==> config.mk <==
export PLATFORM = sky130hd
export DESIGN_NAME = sha1_stream_hasher_flat
export DESIGN_NICKNAME = d
export VERILOG_FILES = /design/src/rtl/core/sha1_pkg.sv /design/src/rtl/core/sha1_if.sv /design/src/rtl/core/sha1_stream_hasher.sv /design/src/flat_wrapper.sv
export SDC_FILE = /design/constraint.sdc
export NUM_CORES = 2
export LEC_CHECK = 0
export BUFFER_PORTS_ARGS = -buffer_cell sky130_fd_sc_hd__clkbuf_2
export CAP_MARGIN = 20
export CORE_ASPECT_RATIO = 0.7
export CORE_MARGIN = 3
export CORE_UTILIZATION = 60
export CTS_CLUSTER_SIZE = 20
export DETAILED_ROUTE_END_ITERATION = 16
export PLACE_DENSITY_LB_ADDON = 0.08
export SLEW_MARGIN = 30
export SYNTH_ARGS = -nofsm -noshare
export SYNTH_HDL_FRONTEND = slang
export SYNTH_SLANG_ARGS = --single-unit
==> constraint.sdc <==
create_clock -name clk -period 17.6 [get_ports clk]
set_input_delay 1.76 -clock clk [delete_from_list [all_inputs] [get_ports clk]]
set_output_delay 1.76 -clock clk [all_outputs]
set_load 0.05 [all_outputs]
==> src/rtl/core/sha1_pkg.sv <==
// shared types, constants and round functions for the sha-1 stream hasher
package sha1_pkg;

  typedef logic [31:0] word_t;
  typedef logic [7:0]  byte_t;

  localparam int unsigned NUM_WORDS   = 5;
  localparam int unsigned ROUNDS      = 80;
  localparam int unsigned BLOCK_BYTES = 64;

  localparam int unsigned ROUND_W = $clog2(ROUNDS);
  localparam int unsigned IDX_W   = $clog2(NUM_WORDS);
  localparam int unsigned POS_W   = $clog2(BLOCK_BYTES);

  localparam logic [ROUND_W-1:0] LAST_ROUND   = ROUND_W'(ROUNDS - 1);
  localparam logic [IDX_W-1:0]   LAST_IDX     = IDX_W'(NUM_WORDS - 1);
  localparam logic [POS_W-1:0]   LAST_POS     = POS_W'(BLOCK_BYTES - 1);
  // length field starts where the bit count is 448 mod 512
  localparam logic [POS_W-1:0]   PAD_END_POS  = POS_W'(448 / 8);

  localparam logic  CMD_APPEND = 1'b0;
  localparam logic  CMD_FINISH = 1'b1;
  localparam byte_t PAD_MARK   = 8'h80;

  localparam word_t K_0 = 32'h5A827999;
  localparam word_t K_1 = 32'h6ED9EBA1;
  localparam word_t K_2 = 32'h8F1BBCDC;
  localparam word_t K_3 = 32'hCA62C1D6;

  localparam word_t H_INIT [NUM_WORDS] = '{
    32'h67452301, 32'hEFCDAB89, 32'h98BADCFE, 32'h10325476, 32'hC3D2E1F0
  };

  function automatic word_t sha1_f(logic [ROUND_W-1:0] rnd, word_t b, word_t c, word_t d);
    word_t f;
    if (rnd < ROUND_W'(20)) begin
      f = (b & c) | (~b & d);
    end else if (rnd < ROUND_W'(40)) begin
      f = b ^ c ^ d;
    end else if (rnd < ROUND_W'(60)) begin
      f = (b & c) | (b & d) | (c & d);
    end else begin
      f = b ^ c ^ d;
    end
    return f;
  endfunction

  function automatic word_t sha1_k(logic [ROUND_W-1:0] rnd);
    word_t k;
    if (rnd < ROUND_W'(20)) begin
      k = K_0;
    end else if (rnd < ROUND_W'(40)) begin
      k = K_1;
    end else if (rnd < ROUND_W'(60)) begin
      k = K_2;
    end else begin
      k = K_3;
    end
    return k;
  endfunction

endpackage

==> src/rtl/core/sha1_if.sv <==
// request and digest channel interfaces of the sha-1 stream hasher
interface sha1_in_if;
  logic                valid;
  logic                ready;
  logic                command;
  sha1_pkg::byte_t     message_byte;

  modport source (output valid, output command, output message_byte, input ready);
  modport sink   (input valid, input command, input message_byte, output ready);
endinterface

interface sha1_out_if;
  logic                           valid;
  logic                           ready;
  sha1_pkg::word_t                digest_word;
  logic [sha1_pkg::IDX_W-1:0]     word_index;
  logic                           last_word;

  modport source (output valid, output digest_word, output word_index, output last_word,
                  input ready);
  modport sink   (input valid, input digest_word, input word_index, input last_word,
                  output ready);
endinterface

==> src/rtl/core/sha1_stream_hasher.sv <==
// sha-1 stream hasher: byte buffer, shared round unit and padding sequencer
// an append request pushes one byte; one that completes a 64-byte block starts
// a compression (80 rounds through the single round unit, then the chaining add)
// a finish request pushes 9 to 72 padding bytes, one per cycle outside compressions,
// runs 1 or 2 more compressions, then offers 5 digest words, one per cycle if ready
// reset (synchronous, rst_n low) loads the initial chaining words and clears the bit
// count; the block buffer is not cleared
module sha1_stream_hasher (
  input  logic             clk,
  input  logic             rst_n,
  sha1_in_if.sink          in_chan,
  sha1_out_if.source       out_chan
);

  typedef enum logic [2:0] {ST_IDLE, ST_ROUND, ST_ADD, ST_PAD, ST_EMIT} state_t;
  typedef enum logic [1:0] {PK_MARK, PK_ZERO, PK_LEN, PK_DONE} pad_kind_t;

  localparam int unsigned BUF_W = sha1_pkg::BLOCK_BYTES * 8;

  state_t                           state_r, state_nxt;
  pad_kind_t                        pad_kind_r, pad_kind_nxt;
  logic [sha1_pkg::ROUND_W-1:0]     round_r, round_nxt;
  logic [BUF_W-1:0]                 buf_r, buf_nxt;
  logic [63:0]                      bit_count_r, bit_count_nxt;
  logic [63:0]                      len_r, len_nxt;
  logic [2:0]                       len_cnt_r, len_cnt_nxt;
  logic                             finishing_r, finishing_nxt;
  logic [sha1_pkg::IDX_W-1:0]       emit_idx_r, emit_idx_nxt;
  sha1_pkg::word_t                  chain_r [sha1_pkg::NUM_WORDS];
  sha1_pkg::word_t                  chain_nxt [sha1_pkg::NUM_WORDS];
  sha1_pkg::word_t                  a_r, b_r, c_r, d_r, e_r;
  sha1_pkg::word_t                  a_nxt, b_nxt, c_nxt, d_nxt, e_nxt;

  logic                             in_fire, out_fire;
  logic                             push_en;
  sha1_pkg::byte_t                  push_byte;
  logic [sha1_pkg::POS_W-1:0]       pos;
  sha1_pkg::word_t                  w_cur, w_mix, w_new, t_sum;

  assign in_chan.ready        = (state_r == ST_IDLE);
  assign out_chan.valid       = (state_r == ST_EMIT);
  assign out_chan.digest_word = chain_r[emit_idx_r];
  assign out_chan.word_index  = emit_idx_r;
  assign out_chan.last_word   = (emit_idx_r == sha1_pkg::LAST_IDX);

  assign in_fire  = in_chan.valid && in_chan.ready;
  assign out_fire = out_chan.valid && out_chan.ready;
  assign pos      = bit_count_r[3 +: sha1_pkg::POS_W];

  // the buffer doubles as the 16-word schedule window, oldest word on top
  assign w_cur = buf_r[BUF_W-1 -: 32];
  assign w_mix = buf_r[BUF_W-1 -: 32] ^ buf_r[BUF_W-1-64 -: 32] ^
                 buf_r[BUF_W-1-256 -: 32] ^ buf_r[BUF_W-1-416 -: 32];
  assign w_new = {w_mix[30:0], w_mix[31]};
  assign t_sum = {a_r[26:0], a_r[31:27]} + sha1_pkg::sha1_f(round_r, b_r, c_r, d_r) + e_r +
                 sha1_pkg::sha1_k(round_r) + w_cur;

  always_comb begin
    state_nxt     = state_r;
    pad_kind_nxt  = pad_kind_r;
    round_nxt     = round_r;
    buf_nxt       = buf_r;
    bit_count_nxt = bit_count_r;
    len_nxt       = len_r;
    len_cnt_nxt   = len_cnt_r;
    finishing_nxt = finishing_r;
    emit_idx_nxt  = emit_idx_r;
    chain_nxt     = chain_r;
    a_nxt         = a_r;
    b_nxt         = b_r;
    c_nxt         = c_r;
    d_nxt         = d_r;
    e_nxt         = e_r;
    push_en       = 1'b0;
    push_byte     = '0;

    unique case (state_r)
      ST_IDLE: begin
        if (in_fire) begin
          if (in_chan.command == sha1_pkg::CMD_FINISH) begin
            finishing_nxt = 1'b1;
            len_nxt       = bit_count_r;
            len_cnt_nxt   = '0;
            pad_kind_nxt  = PK_MARK;
            state_nxt     = ST_PAD;
          end else begin
            push_en   = 1'b1;
            push_byte = in_chan.message_byte;
          end
        end
      end
      ST_PAD: begin
        unique case (pad_kind_r)
          PK_MARK: begin
            push_en      = 1'b1;
            push_byte    = sha1_pkg::PAD_MARK;
            pad_kind_nxt = PK_ZERO;
          end
          PK_ZERO: begin
            push_en = 1'b1;
            if (pos != sha1_pkg::PAD_END_POS) begin
              push_byte = '0;
            end else begin
              push_byte    = len_r[63:56];
              len_nxt      = {len_r[55:0], 8'h00};
              len_cnt_nxt  = len_cnt_r + 3'd1;
              pad_kind_nxt = PK_LEN;
            end
          end
          PK_LEN: begin
            push_en     = 1'b1;
            push_byte   = len_r[63:56];
            len_nxt     = {len_r[55:0], 8'h00};
            len_cnt_nxt = len_cnt_r + 3'd1;
            if (len_cnt_r == 3'd7) begin
              pad_kind_nxt = PK_DONE;
            end
          end
          default: begin
            state_nxt    = ST_EMIT;
            emit_idx_nxt = '0;
          end
        endcase
      end
      ST_ROUND: begin
        a_nxt     = t_sum;
        b_nxt     = a_r;
        c_nxt     = {b_r[1:0], b_r[31:2]};
        d_nxt     = c_r;
        e_nxt     = d_r;
        buf_nxt   = {buf_r[BUF_W-33:0], w_new};
        round_nxt = round_r + 1'b1;
        if (round_r == sha1_pkg::LAST_ROUND) begin
          state_nxt = ST_ADD;
        end
      end
      ST_ADD: begin
        chain_nxt[0] = chain_r[0] + a_r;
        chain_nxt[1] = chain_r[1] + b_r;
        chain_nxt[2] = chain_r[2] + c_r;
        chain_nxt[3] = chain_r[3] + d_r;
        chain_nxt[4] = chain_r[4] + e_r;
        if (finishing_r && pad_kind_r == PK_DONE) begin
          state_nxt    = ST_EMIT;
          emit_idx_nxt = '0;
        end else if (finishing_r) begin
          state_nxt = ST_PAD;
        end else begin
          state_nxt = ST_IDLE;
        end
      end
      ST_EMIT: begin
        if (out_fire) begin
          if (emit_idx_r == sha1_pkg::LAST_IDX) begin
            chain_nxt     = sha1_pkg::H_INIT;
            bit_count_nxt = '0;
            finishing_nxt = 1'b0;
            state_nxt     = ST_IDLE;
          end else begin
            emit_idx_nxt = emit_idx_r + 1'b1;
          end
        end
      end
      default: begin
        state_nxt = ST_IDLE;
      end
    endcase

    // shared byte push path, a full buffer starts the round sequence
    if (push_en) begin
      buf_nxt       = {buf_r[BUF_W-9:0], push_byte};
      bit_count_nxt = bit_count_r + 64'd8;
      if (pos == sha1_pkg::LAST_POS) begin
        state_nxt = ST_ROUND;
        round_nxt = '0;
        a_nxt     = chain_r[0];
        b_nxt     = chain_r[1];
        c_nxt     = chain_r[2];
        d_nxt     = chain_r[3];
        e_nxt     = chain_r[4];
      end
    end
  end

  always_ff @(posedge clk) begin
    if (!rst_n) begin
      state_r     <= ST_IDLE;
      pad_kind_r  <= PK_MARK;
      round_r     <= '0;
      bit_count_r <= '0;
      len_cnt_r   <= '0;
      finishing_r <= 1'b0;
      emit_idx_r  <= '0;
      chain_r     <= sha1_pkg::H_INIT;
    end else begin
      state_r     <= state_nxt;
      pad_kind_r  <= pad_kind_nxt;
      round_r     <= round_nxt;
      bit_count_r <= bit_count_nxt;
      len_cnt_r   <= len_cnt_nxt;
      finishing_r <= finishing_nxt;
      emit_idx_r  <= emit_idx_nxt;
      chain_r     <= chain_nxt;
    end
    buf_r <= buf_nxt;
    len_r <= len_nxt;
    a_r   <= a_nxt;
    b_r   <= b_nxt;
    c_r   <= c_nxt;
    d_r   <= d_nxt;
    e_r   <= e_nxt;
  end

  a_no_overlap: assert property (@(posedge clk) disable iff (!rst_n)
    !(in_chan.ready && out_chan.valid))
    else $error("request accepted while digest is being offered");

  a_round_range: assert property (@(posedge clk) disable iff (!rst_n)
    (state_r == ST_ROUND) |-> (round_r <= sha1_pkg::LAST_ROUND))
    else $error("round counter out of range");

  a_full_block_compresses: assert property (@(posedge clk) disable iff (!rst_n)
    (push_en && pos == sha1_pkg::LAST_POS) |=> (state_r == ST_ROUND && round_r == '0))
    else $error("full block did not start compression");

  a_digest_only_when_done: assert property (@(posedge clk) disable iff (!rst_n)
    $rose(state_r == ST_EMIT) |-> (finishing_r && pad_kind_r == PK_DONE && pos == '0))
    else $error("digest offered before padding completed");

  a_reinit_after_digest: assert property (@(posedge clk) disable iff (!rst_n)
    (out_fire && out_chan.last_word) |=>
      (state_r == ST_IDLE && bit_count_r == '0 && !finishing_r))
    else $error("hasher not reinitialized after final digest word");

endmodule
==> src/flat_wrapper.sv <==
// flat-port wrapper written by rule: the top's interface ports become plain ports
module sha1_stream_hasher_flat 
  (clk, rst_n, in_chan_valid, in_chan_command, in_chan_message_byte, in_chan_ready, out_chan_valid, out_chan_digest_word, out_chan_word_index, out_chan_last_word, out_chan_ready);
  sha1_in_if in_chan_i ();
  sha1_out_if out_chan_i ();
  input  logic clk;
  input  logic rst_n;
  input wire logic [$bits(in_chan_i.valid)-1:0] in_chan_valid;
  input wire logic [$bits(in_chan_i.command)-1:0] in_chan_command;
  input wire logic [$bits(in_chan_i.message_byte)-1:0] in_chan_message_byte;
  output wire logic [$bits(in_chan_i.ready)-1:0] in_chan_ready;
  output wire logic [$bits(out_chan_i.valid)-1:0] out_chan_valid;
  output wire logic [$bits(out_chan_i.digest_word)-1:0] out_chan_digest_word;
  output wire logic [$bits(out_chan_i.word_index)-1:0] out_chan_word_index;
  output wire logic [$bits(out_chan_i.last_word)-1:0] out_chan_last_word;
  input wire logic [$bits(out_chan_i.ready)-1:0] out_chan_ready;
  assign in_chan_i.valid = in_chan_valid;
  assign in_chan_i.command = in_chan_command;
  assign in_chan_i.message_byte = in_chan_message_byte;
  assign in_chan_ready = in_chan_i.ready;
  assign out_chan_valid = out_chan_i.valid;
  assign out_chan_digest_word = out_chan_i.digest_word;
  assign out_chan_word_index = out_chan_i.word_index;
  assign out_chan_last_word = out_chan_i.last_word;
  assign out_chan_i.ready = out_chan_ready;
  sha1_stream_hasher u_core (.clk(clk), .rst_n(rst_n), .in_chan(in_chan_i), .out_chan(out_chan_i));
endmodule
==> out/results.tsv <==
stage	metric	value	unit
die	Core Area	89000	um^2
die	die area	94600	um^2
sta	Final setup viols	0	
clocking	post_cts resized	0	
detailed_routing	DR vias/cell	5.90	
clocking	CTS Sinks	973	
yosys	library cells used by synthesis	84	
placed_design	routability cong.	0.961	
run	max-cap violation count	0	
cells_and_area	final std cells w/o fill	7264	
yosys	Syn Area/Cell	8.98	um^2
worst_setup_path	Worst Path Max Fanout	35	
yosys	count leader, synth	nand2_1	
power_and_ir_drop	Cell Int Power	6.58	mW
clocking	clock buffer count from CTS	95	
detailed_routing	routed via count	42900	
global_routing	Overflow after GRT	0	
yosys	sequential fraction of the synthesis area	0.462	
power_and_ir_drop	total power draw	11.5	mW
detailed_routing	Iter 0 DRT Violations	5045	
global_routing	antenna violations before repair	4	
yosys	area of the mapped netlist	54500	um^2
clocking	total setup buffers inserted after CTS	0	
cells_and_area	layout cell share with drive strength beyond 1	0.0605	
clocking	H-tree depth	3	
cells_and_area	nets	6344	
run_status	status	finished clean	
yosys	Yosys warning count	0	
clocking	Clock Latency Late Sink	0.71	ns
sta	fmax	0.138	GHz
yosys	number of synthesized flops with an enable pin	573	
worst_setup_path	data arrival time of the worst path	7.80	ns
worst_setup_path	reg-to-reg startpoint	u_core.round_r[4]	
power_and_ir_drop	Net Sw Power	4.87	mW
clocking	clk slew on worst S/H paths	0.06	ns
sta	fin crit share	0.412	
clocking	CTS root buf	clkbuf_16	
die	num rows	91	
cells_and_area	Multi-input gate area	27300	um^2
global_routing	total track usage	0.303	
power_and_ir_drop	peak supply drop	272	uV
power_and_ir_drop	Gate power share	0.507	
placed_design	port bufs	50	
clocking	clk buf depth	3	
die	initial core utilization	0.612	
sta	clk_skew	0.0262	ns
sta	worst slew pin tran	1.05	ns
sta	setup TNS	0	ns
sta	normalized max-slew margin	0.301	
min_path	worst hold path type	reg -> reg	
global_routing	pin count of the biggest net entering global routing	252	
detailed_routing	antenna viol nets, final	0	
power_and_ir_drop	power density cells	194	nW/um^2
yosys	most common flop cell mapped by yosys	edfxtp_1	
worst_setup_path	Worst Setup End Kind	register	
placed_design	placed instance count	7083	
die	I/O Pins	51	
worst_setup_path	crit path kind	reg -> reg	
worst_setup_path	reg2reg end	u_core.a_r[29]	
power_and_ir_drop	P_leak	25.1	nW
worst_setup_path	CP Capture Point	u_core.a_r[29]	
placed_design	post-DP HPWL	99900	um
worst_setup_path	Startpoint Class	register	
worst_setup_path	most used cell, CP	fa_1	
worst_setup_path	critical path required time	18.15	ns
yosys	fraction of registers with async set/reset	0	
detailed_routing	post-DR wirelength/cell	20.1	um
die	Die Span Y	258	um
worst_setup_path	FF-to-FF setup slack	10.35	ns
sta	min Tclk post-route	7.25	ns
sta	Hold Fails Final Rpt	0	
yosys	Post-synth top cells	nand2_1 (1895), edfxtp_1 (573), nor2_1 (404)	
sta	RSZ-0062 raised after global routing	false	
yosys	#FFs+latches synth	973	
yosys	cells after synthesis	6073	
detailed_routing	total wire length	146000	um
cells_and_area	Reg area	25200	um^2
die	die width	366	um
yosys	syn nets	6442	
power_and_ir_drop	Clk pwr share	0.185	
power_and_ir_drop	sequential share of power	0.308	
worst_setup_path	Slowest cell on crit path	a41oi_1	
cells_and_area	fillers	7311	
worst_setup_path	CP Launch Point	u_core.round_r[4]	
global_routing	vias in the first global route	39400	
worst_setup_path	CP max stage delay	0.66	ns
cells_and_area	P&R area growth vs syn	8.12	%
sta	Slew Limit Fails	0	
yosys	Synth top area share	0.316	
yosys	top cells by area in the synthesized netlist	edfxtp_1 (32%), dfxtp_1 (15%), nand2_1 (13%)	
detailed_routing	DRC	0	
detailed_routing	drt pass-1 iters	6	
clocking	CTS tree	built	
power_and_ir_drop	sw frac	0.426	
global_routing	first-pass GRT wire length	226000	um
clocking	hold buffer count at CTS	0	
worst_setup_path	Register-to-Register Path Depth	26	
yosys	dominant cell type by area after synthesis	edfxtp_1	
-- cells in the final DEF (no fill, tap or decap), drive strengths merged, types with 79 or more instances in the layout --
cell | Yosys | final
a21o | 79 | 79
a21oi | 261 | 261
a31oi | 130 | 130
clkbuf | 269 | 175
dfxtp | 400 | 400
edfxtp | 573 | 573
fa | 124 | 124
ha | 232 | 232
inv | 250 | 251
nand2 | 1895 | 1895
nand3 | 102 | 102
nor2 | 406 | 406
o21ai | 277 | 277
xnor2 | 193 | 193
-- stage by stage --
stage                     hold WS, ns  cell area [um^2]  setup WS [ns]  utilization
final                           0.480             59000          10.35        0.662
after global placement          0.457             55600          10.61        0.625
after floorplan                 0.439             54500           2.88            -
after CTS                       0.484             58800          10.49        0.661
after detailed placement        0.475             55700          10.45        0.625
after global routing            0.511             59000          10.05        0.662
-- area by class of cell --
cell class / count / area share
Antenna cell: 1 / 0.0000424
Clock buffer: 126 / 0.0442
Clock inverter: 50 / 0.00966
Inverter: 251 / 0.0160
Multi-Input combinational cell: 4555 / 0.464
Sequential cell: 973 / 0.428
Tap cell: 1209 / 0.0257
Timing Repair Buffer: 99 / 0.0132
-- worst min path at each step --
stage,from,end,slack (ns),depth (start not counted)
floorplan,u_core.bit_count_r[13],u_core.bit_count_r[13],0.44,1
global placement,u_core.len_cnt_r[2],u_core.len_cnt_r[2],0.46,2
detailed placement,u_core.len_cnt_r[1],u_core.len_cnt_r[1],0.47,2
CTS,u_core.len_cnt_r[1],u_core.len_cnt_r[1],0.48,2
global route,u_core.len_cnt_r[2],u_core.len_cnt_r[2],0.51,2
finish,u_core.len_cnt_r[1],u_core.len_cnt_r[1],0.48,2
-- kinds of logic (layout without fill, tap and decap cells) --
kind of cell	Yosys count	count (layout)	synth area share
fa+ha+maj	356	356	0.0988
mux	95	95	0.0260
buf+inv	545	526	0.0378
simple gates	2770	2770	0.210
flops	973	973	0.462
compound gates	1066	1066	0.122
other cells	0	1	0
xor+xnor	268	268	0.0430
-- power by group through the flow --
stage	clock network (mW)	registers (mW)	logic (mW)
2_1_floorplan	0	3.40	4.39
3_3_place_gp	0	3.55	5.58
3_5_place_dp	0	3.55	5.64
4_1_cts	2.14	3.51	5.70
5_1_grt	2.23	3.58	6.48
6_report	2.12	3.53	5.80
-- flip-flops by register name (all words and copies together), names as in the netlist --
| signal | flops |
|---|---|
| u_core.round_r | 7 |
| u_core.a_r | 32 |
| u_core.chain_r | 160 |
| u_core.pad_kind_r | 2 |
| u_core.state_r | 3 |
| u_core.bit_count_r | 61 |
| u_core.len_cnt_r | 3 |
| u_core.e_r | 32 |
| u_core.len_r | 61 |
| u_core.buf_r | 512 |
| u_core.d_r | 32 |
| u_core.b_r | 32 |
| u_core.out_chan.word_index | 3 |
| u_core.c_r | 32 |
| u_core.finishing_r | 1 |
-- routing by layer --
metal,vias up,wire length (um),GRT usage
li1,20500,-,-
met1,20400,68700,0.470
met2,1663,58100,0.411
met3,243,15300,0.0878
met4,4,3730,0.0781
met5,-,23,0
-- critical path: cells and delay by family, from the launching register on --
kind,cells,cell delay [ns]
AOI/OAI and AO/OA,10,3.03
adders and majority gates,5,1.70
buffers and inverters,6,0.92
DFF,1,0.37
muxes,1,0.23
and+or+nand+nor,4,0.81
Power figures use the tool's default switching activity.
